## src/sv/stce_pkg.sv

```systemverilog
// ----------------------------------------------------------------------------
// stce_pkg
// Shared types and constants of the system track cell encoder.
// ----------------------------------------------------------------------------
package stce_pkg;

  localparam int POS_W = 20;
  localparam int LEN_W = 21;
  localparam int CFG_W = 21;

  localparam logic [LEN_W-1:0] LEN_MIN = 21'd64;
  localparam logic [7:0] BYTE_GAP  = 8'h00;
  localparam logic [7:0] BYTE_SYNC = 8'hFF;

  typedef enum logic [2:0] {
    OP_BEGIN  = 3'd0,
    OP_GAP    = 3'd1,
    OP_SYNC   = 3'd2,
    OP_DATA   = 3'd3,
    OP_CKLOW  = 3'd4,
    OP_CKHIGH = 3'd5,
    OP_FILL   = 3'd6
  } opcode_e;

  typedef enum logic [0:0] {
    REG_TRACK_CELLS = 1'b0,
    REG_CKSUM_REGEN = 1'b1
  } reg_index_e;

  typedef struct packed {
    logic [23:0] pattern;
    logic [4:0]  count;
  } cell_code_t;

endpackage

```

## src/sv/stce_cell_coder.sv

```systemverilog
// ----------------------------------------------------------------------------
// stce_cell_coder
// Codes one byte into flux cells, lsb first: one -> 0,0,1, zero -> 0,1.
// ----------------------------------------------------------------------------
module stce_cell_coder
  import stce_pkg::*;
(
  input  logic [7:0] byte_i,
  output cell_code_t code_o
);

  logic [23:0] pat;
  logic [4:0]  cnt;

  always_comb begin
    pat = '0;
    cnt = '0;
    for (int k = 0; k < 8; k++) begin
      if (byte_i[k]) begin
        pat = {pat[20:0], 3'b001};
        cnt = cnt + 5'd3;
      end else begin
        pat = {pat[21:0], 2'b01};
        cnt = cnt + 5'd2;
      end
    end
    // left-align so the first cell sits in bit 23
    code_o.pattern = pat << (5'd24 - cnt);
    code_o.count   = cnt;
  end

endmodule

```

## src/sv/system_track_cell_encoder.sv

```systemverilog
// ----------------------------------------------------------------------------
// system_track_cell_encoder
// Track byte to flux cell encoder with checksum handling and track wrap.
// ----------------------------------------------------------------------------
// Pipeline: input register, then result register; a blocked result holds the
//   byte in the input register until the result is taken.
// Throughput: one byte per cycle while the result is not blocked.
// Reset: asynchronous, active low; clears position, checksum, mismatch flag,
//   pipeline valids and loads the register reset values.
module system_track_cell_encoder
  import stce_pkg::*;
#(
  parameter int MAX_TRACK_CELLS = 1048576
) (
  input  logic              clk_i,
  input  logic              rst_ni,
  // configuration write port
  input  logic              cfg_we_i,
  input  logic [0:0]        cfg_addr_i,
  input  logic [CFG_W-1:0]  cfg_wdata_i,
  // input stream
  input  logic              s_axis_tvalid,
  output logic              s_axis_tready,
  input  logic [7:0]        s_axis_tdata,   // [7:0] data_byte
  input  logic [2:0]        s_axis_tuser,   // [2:0] opcode
  // output stream
  output logic              m_axis_tvalid,
  input  logic              m_axis_tready,
  // [23:0] cell_pattern, [28:24] cell_count, [48:29] first_cell_position,
  // [49] wrapped, [50] checksum_error, [55:51] zero
  output logic [55:0]       m_axis_tdata
);

  localparam int LenCap = (MAX_TRACK_CELLS < 1048576) ? MAX_TRACK_CELLS : 1048576;
  localparam logic [LEN_W-1:0] LenMax = LEN_W'(LenCap);

  // configuration
  logic [LEN_W-1:0] track_q;
  logic             regen_q;

  always_ff @(posedge clk_i or negedge rst_ni) begin
    if (!rst_ni) begin
      track_q <= 21'd200000;
      regen_q <= 1'b0;
    end else if (cfg_we_i) begin
      unique case (reg_index_e'(cfg_addr_i))
        REG_TRACK_CELLS: track_q <= cfg_wdata_i[LEN_W-1:0];
        REG_CKSUM_REGEN: regen_q <= cfg_wdata_i[0];
        default: ;
      endcase
    end
  end

  // input register
  logic       in_valid_q;
  logic [2:0] in_op_q;
  logic [7:0] in_byte_q;
  logic       fire;
  logic       produces;

  assign s_axis_tready = !in_valid_q || fire;

  always_ff @(posedge clk_i or negedge rst_ni) begin
    if (!rst_ni) begin
      in_valid_q <= 1'b0;
    end else if (s_axis_tready) begin
      in_valid_q <= s_axis_tvalid;
    end
  end

  always_ff @(posedge clk_i) begin
    if (s_axis_tvalid && s_axis_tready) begin
      in_op_q   <= s_axis_tuser;
      in_byte_q <= s_axis_tdata;
    end
  end

  // track state
  logic [POS_W-1:0] pos_q, pos_d;
  logic [15:0]      sum_q, sum_d;
  logic             lowmis_q, lowmis_d;

  logic [7:0] byte_sel;
  logic       err;

  always_comb begin
    produces = 1'b0;
    byte_sel = BYTE_GAP;
    err      = 1'b0;
    sum_d    = sum_q;
    lowmis_d = lowmis_q;
    case (opcode_e'(in_op_q))
      OP_BEGIN: begin
        sum_d    = '0;
        lowmis_d = 1'b0;
      end
      OP_GAP: begin
        produces = 1'b1;
        byte_sel = BYTE_GAP;
      end
      OP_SYNC: begin
        produces = 1'b1;
        byte_sel = BYTE_SYNC;
      end
      OP_DATA: begin
        produces = 1'b1;
        byte_sel = in_byte_q;
        sum_d    = sum_q + {8'd0, in_byte_q};
      end
      OP_CKLOW: begin
        produces = 1'b1;
        if (regen_q) begin
          byte_sel = sum_q[7:0];
          lowmis_d = 1'b0;
        end else begin
          byte_sel = in_byte_q;
          lowmis_d = (in_byte_q != sum_q[7:0]);
        end
      end
      OP_CKHIGH: begin
        produces = 1'b1;
        if (regen_q) begin
          byte_sel = sum_q[15:8];
        end else begin
          byte_sel = in_byte_q;
          err      = lowmis_q || (in_byte_q != sum_q[15:8]);
        end
      end
      OP_FILL: begin
        produces = 1'b1;
        byte_sel = sum_q[15:8];
      end
      default: ;
    endcase
  end

  cell_code_t code;

  stce_cell_coder u_coder (
    .byte_i (byte_sel),
    .code_o (code)
  );

  // effective track length and position advance
  logic [LEN_W-1:0] eff_len;
  logic [LEN_W-1:0] pos_inc;
  logic [LEN_W-1:0] pos_end;
  logic [LEN_W-1:0] pos_late;
  logic             early;
  logic             late;
  logic [POS_W-1:0] first;
  logic             wrap;

  always_comb begin
    if (track_q < LEN_MIN) begin
      eff_len = LEN_MIN;
    end else if (track_q > LenMax) begin
      eff_len = LenMax;
    end else begin
      eff_len = track_q;
    end
    pos_inc  = {1'b0, pos_q} + 21'd1;
    pos_end  = {1'b0, pos_q} + LEN_W'(code.count);
    pos_late = pos_end - eff_len;
    // first cell wraps, e.g. after the length shrank mid-track
    early    = (pos_inc >= eff_len);
    late     = (pos_end >= eff_len);
    first    = early ? '0 : pos_inc[POS_W-1:0];
    wrap     = early || late;
    if (!produces) begin
      pos_d = (opcode_e'(in_op_q) == OP_BEGIN) ? '0 : pos_q;
    end else if (early) begin
      pos_d = POS_W'(code.count - 5'd1);
    end else if (late) begin
      pos_d = pos_late[POS_W-1:0];
    end else begin
      pos_d = pos_end[POS_W-1:0];
    end
  end

  logic out_valid_q;

  assign fire = in_valid_q && (!produces || !out_valid_q || m_axis_tready);

  always_ff @(posedge clk_i or negedge rst_ni) begin
    if (!rst_ni) begin
      pos_q    <= '0;
      sum_q    <= '0;
      lowmis_q <= 1'b0;
    end else if (fire) begin
      pos_q    <= pos_d;
      sum_q    <= sum_d;
      lowmis_q <= lowmis_d;
    end
  end

  // result register
  logic [23:0]      out_pattern_q;
  logic [4:0]       out_count_q;
  logic [POS_W-1:0] out_first_q;
  logic             out_wrap_q;
  logic             out_err_q;

  always_ff @(posedge clk_i or negedge rst_ni) begin
    if (!rst_ni) begin
      out_valid_q <= 1'b0;
    end else if (fire && produces) begin
      out_valid_q <= 1'b1;
    end else if (m_axis_tready) begin
      out_valid_q <= 1'b0;
    end
  end

  always_ff @(posedge clk_i) begin
    if (fire && produces) begin
      out_pattern_q <= code.pattern;
      out_count_q   <= code.count;
      out_first_q   <= first;
      out_wrap_q    <= wrap;
      out_err_q     <= err;
    end
  end

  assign m_axis_tvalid = out_valid_q;
  assign m_axis_tdata  = {5'd0, out_err_q, out_wrap_q, out_first_q, out_count_q,
                          out_pattern_q};

  // checks
  a_begin_clears: assert property (@(posedge clk_i) disable iff (!rst_ni)
    (fire && opcode_e'(in_op_q) == OP_BEGIN) |=> (pos_q == '0 && sum_q == '0 && !lowmis_q))
    else $error("begin track did not clear the track state");

  a_first_in_track: assert property (@(posedge clk_i) disable iff (!rst_ni)
    (fire && produces) |=> ({1'b0, out_first_q} < $past(eff_len)))
    else $error("first cell position outside the track");

  a_stall_cause: assert property (@(posedge clk_i) disable iff (!rst_ni)
    !s_axis_tready |-> (in_valid_q && out_valid_q && !m_axis_tready))
    else $error("input stalled without a blocked result");

  a_err_only_ckhigh: assert property (@(posedge clk_i) disable iff (!rst_ni)
    (fire && produces && opcode_e'(in_op_q) != OP_CKHIGH) |=> !out_err_q)
    else $error("checksum error flagged outside checksum high");

endmodule

```

## config.mk

```make
export PLATFORM = sky130hd
export DESIGN_NAME = system_track_cell_encoder
export DESIGN_NICKNAME = d
export VERILOG_FILES = /design/src/sv/stce_pkg.sv /design/src/sv/stce_cell_coder.sv /design/src/sv/system_track_cell_encoder.sv
export SDC_FILE = /design/constraint.sdc
export NUM_CORES = 1
export LEC_CHECK = 0
export BUFFER_PORTS_ARGS = -buffer_cell sky130_fd_sc_hd__buf_2
export CORE_MARGIN = 3
export CORE_UTILIZATION = 40
export CTS_CLUSTER_SIZE = 16
export DETAILED_ROUTE_END_ITERATION = 16
export PLACE_DENSITY = 0.6
export SLEW_MARGIN = 40
export SYNTH_ARGS = -nofsm -noshare
export SYNTH_HDL_FRONTEND = slang
export SYNTH_SLANG_ARGS = --single-unit
```

## constraint.sdc

```tcl
create_clock -name clk_i -period 8.9 [get_ports clk_i]
set_clock_uncertainty 0.2 [all_clocks]
set_input_delay 0.89 -clock clk_i [delete_from_list [all_inputs] [get_ports clk_i]]
set_output_delay 0.89 -clock clk_i [all_outputs]
set_load 0.05 [all_outputs]
```

==> flow_metrics.env <==
export IMPL_outcome="finished, final reports clean"
export IMPL_startpoint_type="flop"
export IMPL_die_height_um=172
export IMPL_post_route_util_pct=50.1
export IMPL_grt_met3_usage_pct=4.21
export IMPL_crit_path_start="regen_q"
export IMPL_critPathSlowestCell="a2111oi_1"
export IMPL_grt_usage_pct=20.0
export IMPL_hold_ws_ns=0.334
export IMPL_synth_area_top_cells="edfxtp_1, dfrtp_1, ha_1"
export IMPL_avgViaCountPerCell=5.46
export IMPL_cts_buffers=17
export IMPL_clk_pin_slew_ns=0.06
export IMPL_busiest_layer="met1"
export IMPL_path_depth=44
export IMPL_relSlewSlack_pct=45.2
export IMPL_critPathMaxStageDelay_ns=0.46
export IMPL_end_kind="flop"
export IMPL_cp_endpoint="pos_q[3]"
export IMPL_required_ns=9.06
export IMPL_drtIter0Drc=829
export IMPL_cp_max_fo=12
export IMPL_cp_top_family="compound AO/OA/AOI/OAI gates"
export IMPL_nets=1501
export IMPL_period_share_pct=98.3
export IMPL_core_area_um2=27100
export IMPL_tritoncts="done"
export IMPL_grt_pass1_vias=9006
export IMPL_worst_pin_slew_ns=0.819
export IMPL_globalplace_congestion=0.928
export IMPL_synthCells=1231
export IMPL_dpl_hpwl_um=22600
export IMPL_clk_latency_ns=0.42
export IMPL_ios=96
export IMPL_cp_common_cell="inv_2"
export IMPL_netlist_area_leader_share_pct=16.8
export IMPL_reg2reg_depth=44
export IMPL_finalSetupViolations=0
export IMPL_ys_seq_elements=123
export IMPL_portBuffers=90
export IMPL_arrival_ns=8.90
export IMPL_period_needed_ns=8.75
export IMPL_dr_pass1_iters=5
export IMPL_ctsLongestPathBuffers=2
export IMPL_synth_most_common_cell="nand2_1"
export IMPL_critPathBufInv=10
export IMPL_die_x_um=172
export IMPL_synth_top_cell_by_area="edfxtp_1"
export IMPL_dieArea_um2=29700
export IMPL_use_met1_pct=29.9
export IMPL_cts_num_sinks=123
export IMPL_vias=9602
export IMPL_start_util_pct=40.9
export IMPL_ctsHoldBuffers=0
export IMPL_syn_to_final_growth_pct=22.7
export IMPL_ys_flop_type="edfxtp_1"
export IMPL_placed_cell_area_um2=12300
export IMPL_clockRootBuffer="clkbuf_16"
export IMPL_syn_avg_cell_area_um2=9.00
export IMPL_reg2reg_slack_ns=0.15
export IMPL_synth_async_reset_ratio_pct=49.6
export IMPL_stdcell_area_um2=13600
export IMPL_ys_types=92
export IMPL_grt_max_degree=62
export IMPL_max_cap_violations=0
export IMPL_timing_rr_start="regen_q"
export IMPL_hold_class="flop to flop"
export IMPL_synth_edf_count=62
export IMPL_grt_pass1_wl_um=47700
export IMPL_critical_path_class="flop to flop"
export IMPL_cts_max_level=4
export IMPL_avgRoutedWirePerCell_um=17.1
export IMPL_slew_violations=0
export IMPL_row_count=60
export IMPL_ys_warn_count=0
export IMPL_ys_seq_area_share_pct=30.7
export IMPL_drcViolationCount=0
export IMPL_reg2reg_to="pos_q[3]"
export IMPL_fmax_ghz=0.114
export IMPL_wirelength_um=30100
export IMPL_grt_use_met2_pct=29.4
export IMPL_final_hold_viol_count=0
export IMPL_drtAntennaViolNets=0
export IMPL_ys_top_cells_by_count="nand2_1, nor2_1, ha_1"
export IMPL_antenna_found_initial=0
export IMPL_synth_area_um2=11100
export IMPL_layout_drive_gt1_share_pct=27.4
export IMPL_grt_overflow_total=0
==> metal layers <==
metal / share of wire (%) / wire length, um
met1: 49 / 14800
met4: 1.3 / 379
met2: 43 / 13000
met3: 6.2 / 1880
met5: 0 / 0
==> sequential cells by signal, summed over array words and instances, names as in the netlist, 3 cells and up <==
register,flops
out_pattern_q,24
track_q,21
out_first_q,20
pos_q,20
sum_q,16
in_byte_q,8
out_count_q,5
in_op_q,3
==> placed cells by master, fill, tap and decap left out, types with 15 or more instances in the layout <==
| master | n |
|---|---|
| nand2_1 | 127 |
| buf_4 | 94 |
| buf_2 | 90 |
| nor2_1 | 88 |
| ha_1 | 77 |
| mux2i_1 | 62 |
| edfxtp_1 | 62 |
| xnor2_1 | 55 |
| dfrtp_1 | 54 |
| a21oi_1 | 49 |
| o21ai_0 | 49 |
| inv_1 | 41 |
| mux2_2 | 35 |
| nand3_1 | 29 |
| and2_1 | 25 |
| xor2_1 | 22 |
| o21a_1 | 18 |
| and3_1 | 18 |
| nand4_1 | 18 |
| a21o_1 | 17 |
| clkbuf_16 | 17 |
| nor2b_1 | 16 |
| inv_2 | 15 |
| nor3_1 | 15 |
==> per-stage QoR <==
stage          instances  TNS, ns  setup WS [ns]
6_report            1760        0          0.153
5_1_grt             1759    -3.25         -0.216
4_1_cts             1738  -0.0252        -0.0138
3_5_place_dp        1705   -0.842         -0.131
3_3_place_gp        1705   -0.134        -0.0589
2_1_floorplan       1235  -0.0287        -0.0111
==> how the worst min path moves through the flow <==
stage | from | to | slack, ns | depth (start not counted)
CTS | track_q[6] | track_q[6] | 0.34 | 2
detailed placement | lowmis_q | lowmis_q | 0.32 | 1
global placement | lowmis_q | lowmis_q | 0.32 | 1
finish | track_q[6] | track_q[6] | 0.33 | 2
global route | track_q[2] | track_q[2] | 0.35 | 1
floorplan | sum_q[2] | sum_q[2] | 0.27 | 2
==> cells by family (layout without fill, tap and decap cells) <==
group,Yosys count,after routing,share of synthesized area [%]
AND/OR/NAND/NOR,416,416,18.6
other,1,6,0.0339
AO/OA/AOI/OAI,278,278,17.7
adder cells (fa/ha/maj),89,89,10.3
buffers and inverters,130,282,5.06
multiplexers,104,104,10.2
XOR/XNOR,90,90,7.42
flip-flops,123,123,30.7
==> cell type report <==
class / count / area [um^2]
inverter: 57 / 219
multi-input combinational: 982 / 7600
clock buffer: 18 / 429
clock inverter: 14 / 195
antenna: 1 / 2.50
fill: 2541 / 13500
tap: 372 / 465
sequential: 123 / 3400
timing repair buffer: 193 / 1270
==> worst reg2reg max path: cells and delay by family, from the launching register on <==
family / cells / cell delay [ns]
buf+inv: 10 / 1.10
flops: 1 / 0.44
mux: 2 / 0.57
simple gates: 11 / 1.46
compound gates: 12 / 2.84
fa+ha+maj: 6 / 1.56
xor+xnor: 3 / 0.49
==> repair_timing <==
action | in CTS | in global routing
setup buffers | 0 | 21
endpoints found under the setup margin | 19 | 21
gates cloned | 1 | 0
gates resized for setup | 12 | 85
pin swaps | 1 | 40
Power is not shown: default switching activity piles up to over one toggle a cycle in this logic, so the estimate is an artifact.
